<file path="src/sv/mqf_pkg.sv">
// Package for the multi-queue FIFO unit: command, status and state codes,
// payload field widths and default parameter values. No dependencies.
package mqf_pkg;

  localparam int unsigned CMD_W    = 2;
  localparam int unsigned SEL_W    = 2;
  localparam int unsigned WORD_W   = 32;
  localparam int unsigned STATUS_W = 2;
  localparam int unsigned LOST_W   = 32;

  localparam int unsigned DEF_QUEUE_DEPTH = 16;
  localparam int unsigned DEF_NUM_QUEUES  = 4;
  localparam int unsigned DEF_WORD_WIDTH  = 32;

  typedef enum logic [CMD_W-1:0] {
    CMD_CLEAR = 2'd0,
    CMD_READ  = 2'd1,
    CMD_WRITE = 2'd2
  } cmd_e;

  typedef enum logic [STATUS_W-1:0] {
    STAT_OK    = 2'd0,
    STAT_FULL  = 2'd1,
    STAT_EMPTY = 2'd2
  } status_e;

  typedef enum logic [1:0] {
    S_IDLE,
    S_LOOK,
    S_FETCH,
    S_DONE
  } state_e;

endpackage

</file>
<file path="src/sv/mqf_if.sv">
// Valid/ready channel interfaces for the multi-queue FIFO unit: the command
// channel and the result channel. Depends on mqf_pkg for field widths.
interface mqf_in_if;
  import mqf_pkg::*;

  logic              valid;
  logic              ready;
  logic [CMD_W-1:0]  cmd;
  logic [SEL_W-1:0]  queue_sel;
  logic [WORD_W-1:0] write_word;

  modport source (output valid, output cmd, output queue_sel, output write_word,
                  input ready);
  modport sink   (input valid, input cmd, input queue_sel, input write_word,
                  output ready);
endinterface

interface mqf_out_if;
  import mqf_pkg::*;

  logic                valid;
  logic                ready;
  logic [WORD_W-1:0]   read_word;
  logic [STATUS_W-1:0] status;
  logic [LOST_W-1:0]   lost_count;

  modport source (output valid, output read_word, output status, output lost_count,
                  input ready);
  modport sink   (input valid, input read_word, input status, input lost_count,
                  output ready);
endinterface

</file>
<file path="src/sv/multi_queue_fifo_unit.sv">
// Multi-queue FIFO unit: a bank of circular word FIFOs held in two memories.
// A command is captured with its queue's control entry, then goes through the
// read-modify-write of the queue control memory and, for a read that returns
// a word, the dependent data memory read. No new command is taken until its
// result is loaded into the output register. Reset empties all queues at once
// through per-queue valid bits; data words are not cleared.
module multi_queue_fifo_unit #(
  parameter int unsigned QUEUE_DEPTH = mqf_pkg::DEF_QUEUE_DEPTH,
  parameter int unsigned NUM_QUEUES  = mqf_pkg::DEF_NUM_QUEUES,
  parameter int unsigned WORD_WIDTH  = mqf_pkg::DEF_WORD_WIDTH
) (
  input  logic       clk_i,
  input  logic       rst_ni,
  mqf_in_if.sink     in_i,
  mqf_out_if.source  out_o
);
  import mqf_pkg::*;

  localparam int unsigned PTR_W     = (QUEUE_DEPTH > 1) ? $clog2(QUEUE_DEPTH) : 1;
  localparam int unsigned CNT_W     = $clog2(QUEUE_DEPTH + 1);
  localparam int unsigned QIDX_W    = (NUM_QUEUES > 1) ? $clog2(NUM_QUEUES) : 1;
  localparam int unsigned MEM_DEPTH = NUM_QUEUES * QUEUE_DEPTH;
  localparam int unsigned ADDR_W    = $clog2(MEM_DEPTH);
  localparam int unsigned STORE_W   = (WORD_WIDTH < WORD_W) ? WORD_WIDTH : WORD_W;

  localparam logic [PTR_W-1:0]  PTR_LAST  = PTR_W'(QUEUE_DEPTH - 1);
  localparam logic [CNT_W-1:0]  CNT_FULL  = CNT_W'(QUEUE_DEPTH);
  localparam logic [ADDR_W-1:0] QUEUE_SPAN = ADDR_W'(QUEUE_DEPTH);

  typedef struct packed {
    logic [PTR_W-1:0]  rd_ptr;
    logic [PTR_W-1:0]  wr_ptr;
    logic [CNT_W-1:0]  occ;
    logic [LOST_W-1:0] lost;
  } qctl_t;

  // Memories.
  qctl_t               ctl_mem  [NUM_QUEUES];
  logic [STORE_W-1:0]  data_mem [MEM_DEPTH];
  logic [NUM_QUEUES-1:0] ctl_vld_q;
  qctl_t               ctl_rdata_q;
  logic                ctl_hit_q;
  logic [STORE_W-1:0]  data_rdata_q;

  // Captured command.
  cmd_e                cmd_q;
  logic [QIDX_W-1:0]   qidx_q;
  logic                in_range_q;
  logic [WORD_W-1:0]   word_q;

  state_e              state_q, state_d;

  // Pending result and output register.
  logic [WORD_W-1:0]   res_word_q;
  status_e             res_status_q;
  logic [LOST_W-1:0]   res_lost_q;
  logic                out_valid_q;
  logic [WORD_W-1:0]   out_word_q;
  status_e             out_status_q;
  logic [LOST_W-1:0]   out_lost_q;

  logic                in_acc;
  logic                in_range_in;
  logic [QIDX_W-1:0]   in_qidx;
  logic                out_ld;
  qctl_t               cur;
  qctl_t               nxt;
  logic                ctl_we;
  logic                data_we;
  logic                data_re;
  status_e             look_status;
  logic [LOST_W-1:0]   look_lost;
  logic [PTR_W-1:0]    data_ptr;
  logic [ADDR_W-1:0]   data_addr;

  function automatic logic [PTR_W-1:0] next_slot(input logic [PTR_W-1:0] p);
    next_slot = (p == PTR_LAST) ? '0 : p + PTR_W'(1);
  endfunction

  assign in_i.ready  = (state_q == S_IDLE);
  assign in_acc      = in_i.valid && in_i.ready;
  assign in_qidx     = QIDX_W'(in_i.queue_sel);
  assign in_range_in = (32'(in_i.queue_sel) < NUM_QUEUES);
  assign out_ld      = (state_q == S_DONE) && (!out_valid_q || out_o.ready);

  // A queue whose valid bit is clear has had no control memory write since reset.
  assign cur = ctl_hit_q ? ctl_rdata_q : '0;

  always_comb begin
    nxt         = cur;
    ctl_we      = 1'b0;
    data_we     = 1'b0;
    data_re     = 1'b0;
    look_status = STAT_OK;
    data_ptr    = cur.wr_ptr;
    if ((state_q == S_LOOK) && in_range_q) begin
      unique case (cmd_q)
        CMD_CLEAR: begin
          nxt    = '0;
          ctl_we = 1'b1;
        end
        CMD_READ: begin
          data_ptr = cur.rd_ptr;
          if (cur.occ == '0) begin
            look_status = STAT_EMPTY;
          end else begin
            nxt.rd_ptr = next_slot(cur.rd_ptr);
            nxt.occ    = cur.occ - CNT_W'(1);
            ctl_we     = 1'b1;
            data_re    = 1'b1;
          end
        end
        CMD_WRITE: begin
          if (cur.occ >= CNT_FULL) begin
            nxt.lost    = cur.lost + LOST_W'(1);
            look_status = STAT_FULL;
            ctl_we      = 1'b1;
          end else begin
            nxt.wr_ptr = next_slot(cur.wr_ptr);
            nxt.occ    = cur.occ + CNT_W'(1);
            ctl_we     = 1'b1;
            data_we    = 1'b1;
          end
        end
        default: begin
          nxt = cur;
        end
      endcase
    end
    look_lost = in_range_q ? nxt.lost : '0;
  end

  assign data_addr = ADDR_W'(qidx_q) * QUEUE_SPAN + ADDR_W'(data_ptr);

  // Sequencer.
  always_ff @(posedge clk_i or negedge rst_ni) begin
    if (!rst_ni) begin
      state_q <= S_IDLE;
    end else begin
      state_q <= state_d;
    end
  end

  always_comb begin
    state_d = state_q;
    unique case (state_q)
      S_IDLE: begin
        if (in_acc) state_d = S_LOOK;
      end
      S_LOOK: begin
        state_d = data_re ? S_FETCH : S_DONE;
      end
      S_FETCH: begin
        state_d = S_DONE;
      end
      S_DONE: begin
        if (out_ld) state_d = S_IDLE;
      end
      default: begin
        state_d = S_IDLE;
      end
    endcase
  end

  // Command capture and control memory read.
  always_ff @(posedge clk_i) begin
    if (in_acc) begin
      cmd_q       <= cmd_e'(in_i.cmd);
      qidx_q      <= in_qidx;
      in_range_q  <= in_range_in;
      word_q      <= in_i.write_word;
      ctl_rdata_q <= ctl_mem[in_qidx];
    end
  end

  always_ff @(posedge clk_i or negedge rst_ni) begin
    if (!rst_ni) begin
      ctl_hit_q <= 1'b0;
      ctl_vld_q <= '0;
    end else begin
      if (in_acc) ctl_hit_q <= in_range_in && ctl_vld_q[in_qidx];
      if (ctl_we) ctl_vld_q[qidx_q] <= 1'b1;
    end
  end

  // Memory writes and the data memory read.
  always_ff @(posedge clk_i) begin
    if (ctl_we) ctl_mem[qidx_q] <= nxt;
    if (data_we) data_mem[data_addr] <= word_q[STORE_W-1:0];
    if (data_re) data_rdata_q <= data_mem[data_addr];
  end

  // Pending result.
  always_ff @(posedge clk_i) begin
    if (state_q == S_LOOK) begin
      res_word_q   <= '0;
      res_status_q <= look_status;
      res_lost_q   <= look_lost;
    end else if (state_q == S_FETCH) begin
      res_word_q   <= WORD_W'(data_rdata_q);
    end
  end

  // Output register: holds a finished result until the sink takes it.
  always_ff @(posedge clk_i or negedge rst_ni) begin
    if (!rst_ni) begin
      out_valid_q <= 1'b0;
    end else if (out_ld) begin
      out_valid_q <= 1'b1;
    end else if (out_o.ready) begin
      out_valid_q <= 1'b0;
    end
  end

  always_ff @(posedge clk_i) begin
    if (out_ld) begin
      out_word_q   <= res_word_q;
      out_status_q <= res_status_q;
      out_lost_q   <= res_lost_q;
    end
  end

  assign out_o.valid      = out_valid_q;
  assign out_o.read_word  = out_word_q;
  assign out_o.status     = out_status_q;
  assign out_o.lost_count = out_lost_q;

`ifndef ASSERT_OFF
  a_fetch_after_read: assert property (@(posedge clk_i) disable iff (!rst_ni)
    state_q == S_FETCH |-> $past(state_q) == S_LOOK && cmd_q == CMD_READ)
    else $error("data fetch without a read command");

  a_occ_bound: assert property (@(posedge clk_i) disable iff (!rst_ni)
    state_q == S_LOOK && in_range_q |-> cur.occ <= CNT_FULL)
    else $error("queue occupancy beyond depth");

  a_empty_ptrs: assert property (@(posedge clk_i) disable iff (!rst_ni)
    state_q == S_LOOK && in_range_q && cur.occ == '0 |-> cur.rd_ptr == cur.wr_ptr)
    else $error("empty queue with unequal pointers");

  a_no_word_on_fail: assert property (@(posedge clk_i) disable iff (!rst_ni)
    out_valid_q && out_status_q != STAT_OK |-> out_word_q == '0)
    else $error("failed command returned a word");
`endif

endmodule

</file>
<file path="src/flat_wrapper.sv">
// flat-port wrapper written by rule: the top's interface ports become plain ports
module multi_queue_fifo_unit_flat import mqf_pkg::*;
#(
  parameter int unsigned QUEUE_DEPTH = mqf_pkg::DEF_QUEUE_DEPTH,
  parameter int unsigned NUM_QUEUES  = mqf_pkg::DEF_NUM_QUEUES,
  parameter int unsigned WORD_WIDTH  = mqf_pkg::DEF_WORD_WIDTH
)
  (clk_i, rst_ni, in_i_valid, in_i_cmd, in_i_queue_sel, in_i_write_word, in_i_ready, out_o_valid, out_o_read_word, out_o_status, out_o_lost_count, out_o_ready);
  mqf_in_if in_i_i ();
  mqf_out_if out_o_i ();
  input  logic clk_i;
  input  logic rst_ni;
  input wire logic [$bits(in_i_i.valid)-1:0] in_i_valid;
  input wire logic [$bits(in_i_i.cmd)-1:0] in_i_cmd;
  input wire logic [$bits(in_i_i.queue_sel)-1:0] in_i_queue_sel;
  input wire logic [$bits(in_i_i.write_word)-1:0] in_i_write_word;
  output wire logic [$bits(in_i_i.ready)-1:0] in_i_ready;
  output wire logic [$bits(out_o_i.valid)-1:0] out_o_valid;
  output wire logic [$bits(out_o_i.read_word)-1:0] out_o_read_word;
  output wire logic [$bits(out_o_i.status)-1:0] out_o_status;
  output wire logic [$bits(out_o_i.lost_count)-1:0] out_o_lost_count;
  input wire logic [$bits(out_o_i.ready)-1:0] out_o_ready;
  assign in_i_i.valid = in_i_valid;
  assign in_i_i.cmd = in_i_cmd;
  assign in_i_i.queue_sel = in_i_queue_sel;
  assign in_i_i.write_word = in_i_write_word;
  assign in_i_ready = in_i_i.ready;
  assign out_o_valid = out_o_i.valid;
  assign out_o_read_word = out_o_i.read_word;
  assign out_o_status = out_o_i.status;
  assign out_o_lost_count = out_o_i.lost_count;
  assign out_o_i.ready = out_o_ready;
  multi_queue_fifo_unit #(.QUEUE_DEPTH(QUEUE_DEPTH), .NUM_QUEUES(NUM_QUEUES), .WORD_WIDTH(WORD_WIDTH)) u_core (.clk_i(clk_i), .rst_ni(rst_ni), .in_i(in_i_i), .out_o(out_o_i));
endmodule
</file>
<file path="config.mk">
export PLATFORM = sky130hd
export DESIGN_NAME = multi_queue_fifo_unit_flat
export DESIGN_NICKNAME = d
export VERILOG_FILES = /design/src/sv/mqf_pkg.sv /design/src/sv/mqf_if.sv /design/src/sv/multi_queue_fifo_unit.sv /design/src/flat_wrapper.sv
export SDC_FILE = /design/constraint.sdc
export NUM_CORES = 2
export LEC_CHECK = 0
export BUFFER_PORTS_ARGS = -buffer_cell sky130_fd_sc_hd__buf_4
export CAP_MARGIN = 20
export CORE_MARGIN = 5
export CORE_UTILIZATION = 30
export CTS_CLUSTER_SIZE = 28
export DETAILED_ROUTE_END_ITERATION = 7
export PLACE_DENSITY = 0.46
export SLEW_MARGIN = 20
export SYNTH_ARGS = -nofsm -noshare
export SYNTH_HDL_FRONTEND = slang
export SYNTH_SLANG_ARGS = --single-unit
</file>
<file path="constraint.sdc">
create_clock -name clk_i -period 5.8 [get_ports clk_i]
set_input_delay 0 -clock clk_i [delete_from_list [all_inputs] [get_ports clk_i]]
set_output_delay 0 -clock clk_i [all_outputs]
set_load 0.005 [all_outputs]
</file>
=== Word level (Yosys, flattened, before mapping) ===
Memories as Yosys holds them, arrays and structs flattened. A register that Yosys moved wholly into a read port is not among the register bits.
Cells that the tools add are included.

* Register bits after elaboration: 176
* Memory bits (writable): 2,228
* Output and inout port bits: 68
* Logic and storage cells: 85
* Memories kept: 2

* $add $sub $neg: 6
* Order comparisons: 4
* Equal/unequal tests: 9
* Mux-type cells: 39
* Bitwise operators: 1
* Reduce and logical (&&, ||, !) cells: 11

{| class="wikitable"
|+ Memories
! name !! words !! width !! rd ports !! clocked after Yosys merged registers in !! wr ports !! RTL line !! text
|-
| u_core.data_mem || 64 || 32 || 1 || 1 || 1 || multi_queue_fifo_unit.sv:39 || <nowiki>logic [STORE_W-1:0] data_mem [MEM_DEPTH];</nowiki>
|-
| u_core.ctl_mem || 4 || 45 || 1 || 1 || 1 || multi_queue_fifo_unit.sv:38 || <nowiki>qctl_t ctl_mem [NUM_QUEUES];</nowiki>
|}

{| class="wikitable"
|+ Operator list
! operator !! count
|-
| two-way mux 45 bit || 2
|-
| case mux 32 bit (2 select lines) || 1
|-
| adder 32 x 1 -> 32 bit, second input constant || 1
|-
| two-way mux 32 bit || 1
|-
| two-way mux 4 bit || 5
|-
| two-way mux 1 bit || 17
|-
| case mux 4 bit (2 select lines) || 2
|-
| case mux 5 bit (3 select lines) || 1
|-
| two-way mux 9 bit || 1
|-
| adder 4 x 1 -> 4 bit, second input constant || 2
|-
| == test 4 bit, second input constant || 2
|-
| case mux 2 bit (4 select lines) || 1
|-
| adder 6 x 4 -> 6 bit || 1
|-
| == test 2 bit, second input constant || 3
|-
| < comparator 2 x 3 -> 1 bit, second input constant || 2
|-
| two-way mux 2 bit || 3
|-
| adder 5 x 1 -> 5 bit, second input constant || 1
|-
| >= comparator 5 bit, second input constant || 1
|-
| logical NOT 5 bit || 1
|-
| two-way mux 5 bit || 1
|-
| subtractor 5 x 1 -> 5 bit, second input constant || 1
|-
| == test 2 x 1 -> 1 bit, second input constant || 2
|-
| logical NOT 2 bit || 2
|-
| OR 4 bit || 1
|-
| 13 further kinds || 15
|}

=== Logic depth before layout (Yosys ltp) ===
* Word-level depth: 7
* Gate-level depth with buffers: 13
* Gate-level depth less buffers: 10

=== Worst setup path after synthesis ===
Ideal clock, no wire load.

* Kind: flip-flop to flip-flop
* Start point: register u_core.state_q[1]
* End point: memory u_core.ctl_mem[1][0] (netlist name) (enable)
* Library setup time: 0.514 ns
* Data arrival time: 5.595 ns
* Data required time: 5.286 ns
* Slack: -0.309 ns
* Stages on the path, launching flop included: 8
* Path buffers: 2
* Path through: dfrtp_1 -> inv_1 -> ha_1 -> buf_2 -> nor2b_1 -> clkbuf_1 -> o31ai_1 -> nor3b_1

* Cells in the longest elaborated chain, start to end: 4

{| class="wikitable"
|+ RTL lines
! what !! RTL line !! text
|-
| from (decl) || multi_queue_fifo_unit.sv:51 || <nowiki>state_e state_q, state_d;</nowiki>
|-
| from (signal assigned) || multi_queue_fifo_unit.sv:140 || <nowiki>state_q <= state_d;</nowiki>
|-
| == test 2 x 1 -> 1 bit || multi_queue_fifo_unit.sv:96 || <nowiki>if ((state_q == S_LOOK) && in_range_q) begin</nowiki>
|-
| two-way mux 1 bit || multi_queue_fifo_unit.sv:96 ||
|-
| two-way mux 1 bit || multi_queue_fifo_unit.sv:188 || <nowiki>if (ctl_we) ctl_mem[qidx_q] <= nxt;</nowiki>
|-
| two-way mux 1 bit (not written as such) || multi_queue_fifo_unit.sv:188 ||
|-
| to (decl) || multi_queue_fifo_unit.sv:38 ||
|}

Every way passes these cells.

=== Final worst setup path ===
* Start point: register u_core.state_q[1]
* End point: register u_core.data_rdata_q[5] (read register of u_core.data_mem), data pin

* Cells in the longest elaborated chain, start to end: 3

{| class="wikitable"
|+ RTL lines
! what !! RTL line !! text
|-
| == test 2 x 1 -> 1 bit * || multi_queue_fifo_unit.sv:96 ||
|-
| two-way mux 4 bit || multi_queue_fifo_unit.sv:96 ||
|-
| adder 6 x 4 -> 6 bit || multi_queue_fifo_unit.sv:133 || <nowiki>assign data_addr = ADDR_W'(qidx_q) * QUEUE_SPAN + ADDR_W'(data_ptr);</nowiki>
|-
| to (decl) || multi_queue_fifo_unit.sv:43 || <nowiki>logic [STORE_W-1:0] data_rdata_q;</nowiki>
|}

Mark *: on every way between the ends. The rest lies on a longest branch, timed or not.
A chain may end at the register's enable or synchronous reset.

==> results by stage <==
Routing:
- The aggregate routed wire length is ~300 mm.
- After detailed routing, the number of remaining DRC violations is 4.
- The total number of vias is between 50000 and 60000.
- The count of nets left with antenna violations once routing finished came out at 0.
- The length of the first detailed-routing pass in iterations is 8.
- For this block, the initial DRC count from the detailed router was approximately 7600.
- The routed wire length per instance is around 32 um.
- The number of vias per cell is 5.48.

Timing:
- Static timing analysis puts the maximum clock frequency at a little over 200 MHz.
- The fraction of the cycle the final worst path needs is a little over four fifths.
- Clock skew on the completed layout was measured at between 0.08 and 0.09 ns.
- The setup violation total in the final timing report is 0.
- In the post-route analysis, the smallest setup slack over all paths is around 0.92 ns.
- The final critical path time including I/O delays and setup is 4.88 ns.
- The max-slew violation total from the final report is 0.
- The final hold violation count is 0.
- Setup total negative slack on the finished layout was measured at 0 ns.
- Setup repair after global routing left no endpoint under its margin.
- The slew at the pin closest to its max-slew limit is 1.17 ns.
- The worst pin sits at a relative slew slack of 20.9%.

GRT:
- For this run the aggregate overflow at the end of global routing stands at 0.
- The global routing usage on met2 is between 20% and 30%.
- For met1 alone, demand over resource in global routing was 26.6%.
- The number of antenna violations at the first check in global routing came to 39.
- Entering global routing, the biggest net connects a little under 100 pins.
- The first-pass GRT wire length is 414 mm.
- For met3 alone, demand over resource in global routing was under 10%.
- The overall global routing resource usage is a little under a fifth.
- The via count of the first global-routing pass is 49400.
- The peak-usage layer in the global routing report is met2.

Pwr:
- The completed layout was analyzed and its total power is approximately 46 mW.
- The fraction of power consumed by sequential logic is a little under half.
- The power per unit of standard cell area is between 400 and 500 nW/um^2.
- The combinational power share is between 10% and 20%.
- The internal power component is 33.0 mW.
- Of the total power, the share spent switching nets is between 20 and 30%.
- For this design the static power due to leakage is 33.1 nW.
- The net switching component of the power is approximately 13 mW.
- The clock network power share is 36.1%.
- The highest ir drop seen on vdd is about 0.33 mV.

Synthesis:
- The share of async-settable or async-resettable flops after synthesis is less than 1%.
- Synthesis handed over a netlist of 4766 instances.
- When the netlist entered floorplanning its net count stood at 4820.
- After synthesis, the largest area contributor takes up between 80% and 90% of total cell area.
- The combined area of all synthesized cells is around 90000 um^2.
- Counting flops with a built-in enable in the synthesized netlist gives roughly 2400.
- The count of distinct cell types in the synthesized netlist is 62.
- A synthesized cell averages 18.7 um^2.
- The flop and latch count out of synthesis is roughly 2500.
- Ranked by total cell area, the synthesized netlist is headed by sky130_fd_sc_hd__edfxtp_1 82%, sky130_fd_sc_hd__a22oi_1 4.3%, sky130_fd_sc_hd__a222oi_1 2.9%.
- The largest total area in the synthesized netlist belongs to sky130_fd_sc_hd__edfxtp_1.
- The synthesis warning total is 0.
- Among all flip-flop cells after synthesis, the most frequent one is sky130_fd_sc_hd__edfxtp_1.
- The sequential-to-total area share from yosys stat is ~83%.

Placement:
- The final weighted congestion in routability-driven placement is 0.832.
- Before CTS, the worst setup slack after placement is 0.924 ns.
- The total of buffers placed on input and output ports is 107.
- The final HPWL from detailed placement is between 150 and 200 mm.

Die:
- The initialized floorplan defines 200 standard-cell rows.
- The standard cell core area is just under 300000 um^2.
- The number of ports placed on the die boundary is 108.
- The width of the die is 555 um.
- The initial utilization of the core area, before any placement, comes to a little under a third.
- The full die area is 308000 um^2.
- The floorplan die height is around 560 um.

Clock tree:
- The clock latency on the worst-skew pair is 0.95 ns.
- In this run the post-CTS setup repair buffer count came out at 0.
- Clock tree synthesis selected as its root buffer the cell sky130_fd_sc_hd__clkbuf_16.
- Hold repair after CTS inserted 76 buffers.
- The maximum count of clock buffers along a single path is 4.
- The CTS clock-pin slew for the worst setup and hold paths is around 0.060 ns.
- The number of instances resized during post-cts repair is 0.
- TritonCTS built the clock tree.
- The depth of the CTS H-tree is 5.
- CTS saw about 2500 sinks.
- Buffers inserted during clock tree synthesis total roughly 280.

Run:
- The tool flagged a number of max-cap violations equal to 0.

Cells and area:
- The final-layout fill cell count is roughly 28000.
- The layout overhead on the synthesized area is 19.0%.
- The number of nets at the end of the flow is 5260.
- The register with the most flip-flops in the layout has roughly 2000 of them.
- Cells fill a little over a third of the core in the end.
- The ratio of cells with drive above 1 in the final layout is between 15 and 20%.
- The largest registers in the layout are u_core.data_mem (2048), u_core.ctl_mem (180), u_core.ctl_rdata_q (45).
- Ranked by flip-flop count, first place goes to u_core.data_mem.

Setup path:
- The delay contributed by the slowest stage of the critical path is between 0.8 and 0.9 ns.
- The setup path with the least slack is of type reg2reg.
- The data arrival time at the worst-slack endpoint is approximately 5.6 ns.
- The most frequent cell on the critical path is sky130_fd_sc_hd__buf_12.
- The kind of launch point of the worst setup path is a flop.
- The critical path goes through inv_1, ha_4, and2_1, o32ai_4, buf_12, buf_12, buf_4, a222oi_1, nand3_1, a21oi_1, o22ai_1, or4_1.
- The worst endpoint required time is around 6.5 ns.
- Among all stages on the critical path, the largest delay is contributed by sky130_fd_sc_hd__and2_1.
- The largest fanout on the critical path is 47.
- The worst setup path is captured at a flop.

Status:
- The checks that failed: design-rule violations.
- The run finished, with violations left.

Worst hold path:
- The class of the most critical hold timing path is in2async.
[area by class of cell]
type / instances / area [um^2] / share of cell area, %
flip-flops and latches: 2481 / 74100 / 69.8
multi-input cells: 1974 / 14500 / 13.7
clock buffers: 364 / 7540 / 7.10
well taps: 3939 / 4930 / 4.64
repair buffers: 447 / 3990 / 3.76
clock inverters: 118 / 913 / 0.860
inverters: 19 / 71.3 / 0.0672
diodes: 21 / 52.6 / 0.0495
[placed cells by master (no fill, tap or decap), types with 72 or more instances in the layout]
master	n
sky130_fd_sc_hd__clkbuf_16	289
sky130_fd_sc_hd__buf_4	336
sky130_fd_sc_hd__nand3_1	288
sky130_fd_sc_hd__a22oi_1	512
sky130_fd_sc_hd__nand2_1	78
sky130_fd_sc_hd__clkbuf_1	72
sky130_fd_sc_hd__edfxtp_1	2441
sky130_fd_sc_hd__dlygate4sd3_1	76
sky130_fd_sc_hd__a21oi_1	282
sky130_fd_sc_hd__a222oi_1	256
sky130_fd_sc_hd__o22ai_1	134
[synth_stat cells, drive strengths merged, types with 3 or more instances]
library cell and number:
nand2 80, a22o 4, a21oi 282, o211ai 3, a41oi 3, edfxtp 2441
o22ai 134, clkbuf 237, nor2b 7, or3 8, nand3 289, or4 34
nor2 124, o32ai 11, mux2 5, and4 5, nor4 4, and2 12
o21ai 30, dfxtp 32, a222oi 256, o32a 7, o31ai 5, nand4 11
inv 19, ha 14, o21a 4, nand2b 8, mux4 46, mux2i 34
dfrtp 8, nor3 10, or2 7, buf 55, a22oi 512, and3 5
[routing by layer]
metal | part of all wire, % | vias to the layer above
met4 | 3.0 | 8
met1 | 42 | 27200
met3 | 8.6 | 439
met5 | 0.015 | -
met2 | 46 | 2555
li1 | - | 21100
[worst max-delay path, delay by kind of cell, from the launching register on]
family | cells | cell delay [ns]
buffers and inverters | 4 | 0.84
AO/OA/AOI/OAI | 4 | 1.50
AND/OR/NAND/NOR | 3 | 1.48
flip-flops | 1 | 0.43
adder cells (fa/ha/maj) | 1 | 0.28
[metrics by stage]
stage                     hold WS (ns)  instance area, um^2  cells
after detailed placement        -0.158                96900   8783
after global placement          -0.162                96800   8779
after CTS                       0.0984               106000   9341
final                            0.142               106000   9363
after floorplan                 -0.296                89200   4766
after global routing             0.155               106000   9350
[cell families after synthesis]
group	Yosys count	synth area share [%]
AO/OA/AOI/OAI	1264	10.4
XOR/XNOR	1	0.00982
adder cells (fa/ha/maj)	14	0.196
buffers and inverters	311	1.34
flip-flops	2481	83.1
multiplexers	85	1.61
AND/OR/NAND/NOR	610	3.38
[worst paths after layout]
kind                                            start  slack (ns)  cells past startpoint                           to
worst min register to register  u_core.res_lost_q[18]        0.42                      0  u_core.out_o.lost_count[18]
min in group clk_i                         in_i_valid        0.23                      4            u_core.state_q[1]
worst min-delay path                           rst_ni        0.14                      3           u_core.out_o.valid
max in group asynchronous                      rst_ni        5.26                      3             u_core.ctl_hit_q
worst max-delay path                u_core.state_q[1]        0.92                     12       u_core.data_rdata_q[5]
worst max register to register      u_core.state_q[1]        0.92                     12       u_core.data_rdata_q[5]
[power by group through the flow]
stage | registers (mW) | clock network, mW | logic [mW]
floorplan | 22.0 | 0 | 3.38
global placement | 21.9 | 0 | 7.87
detailed placement | 21.9 | 0 | 7.92
CTS | 21.6 | 16.9 | 7.97
global route | 21.6 | 17.7 | 8.33
finish | 21.6 | 16.6 | 7.95
No activity file was read; power rests on OpenSTA's default activity.
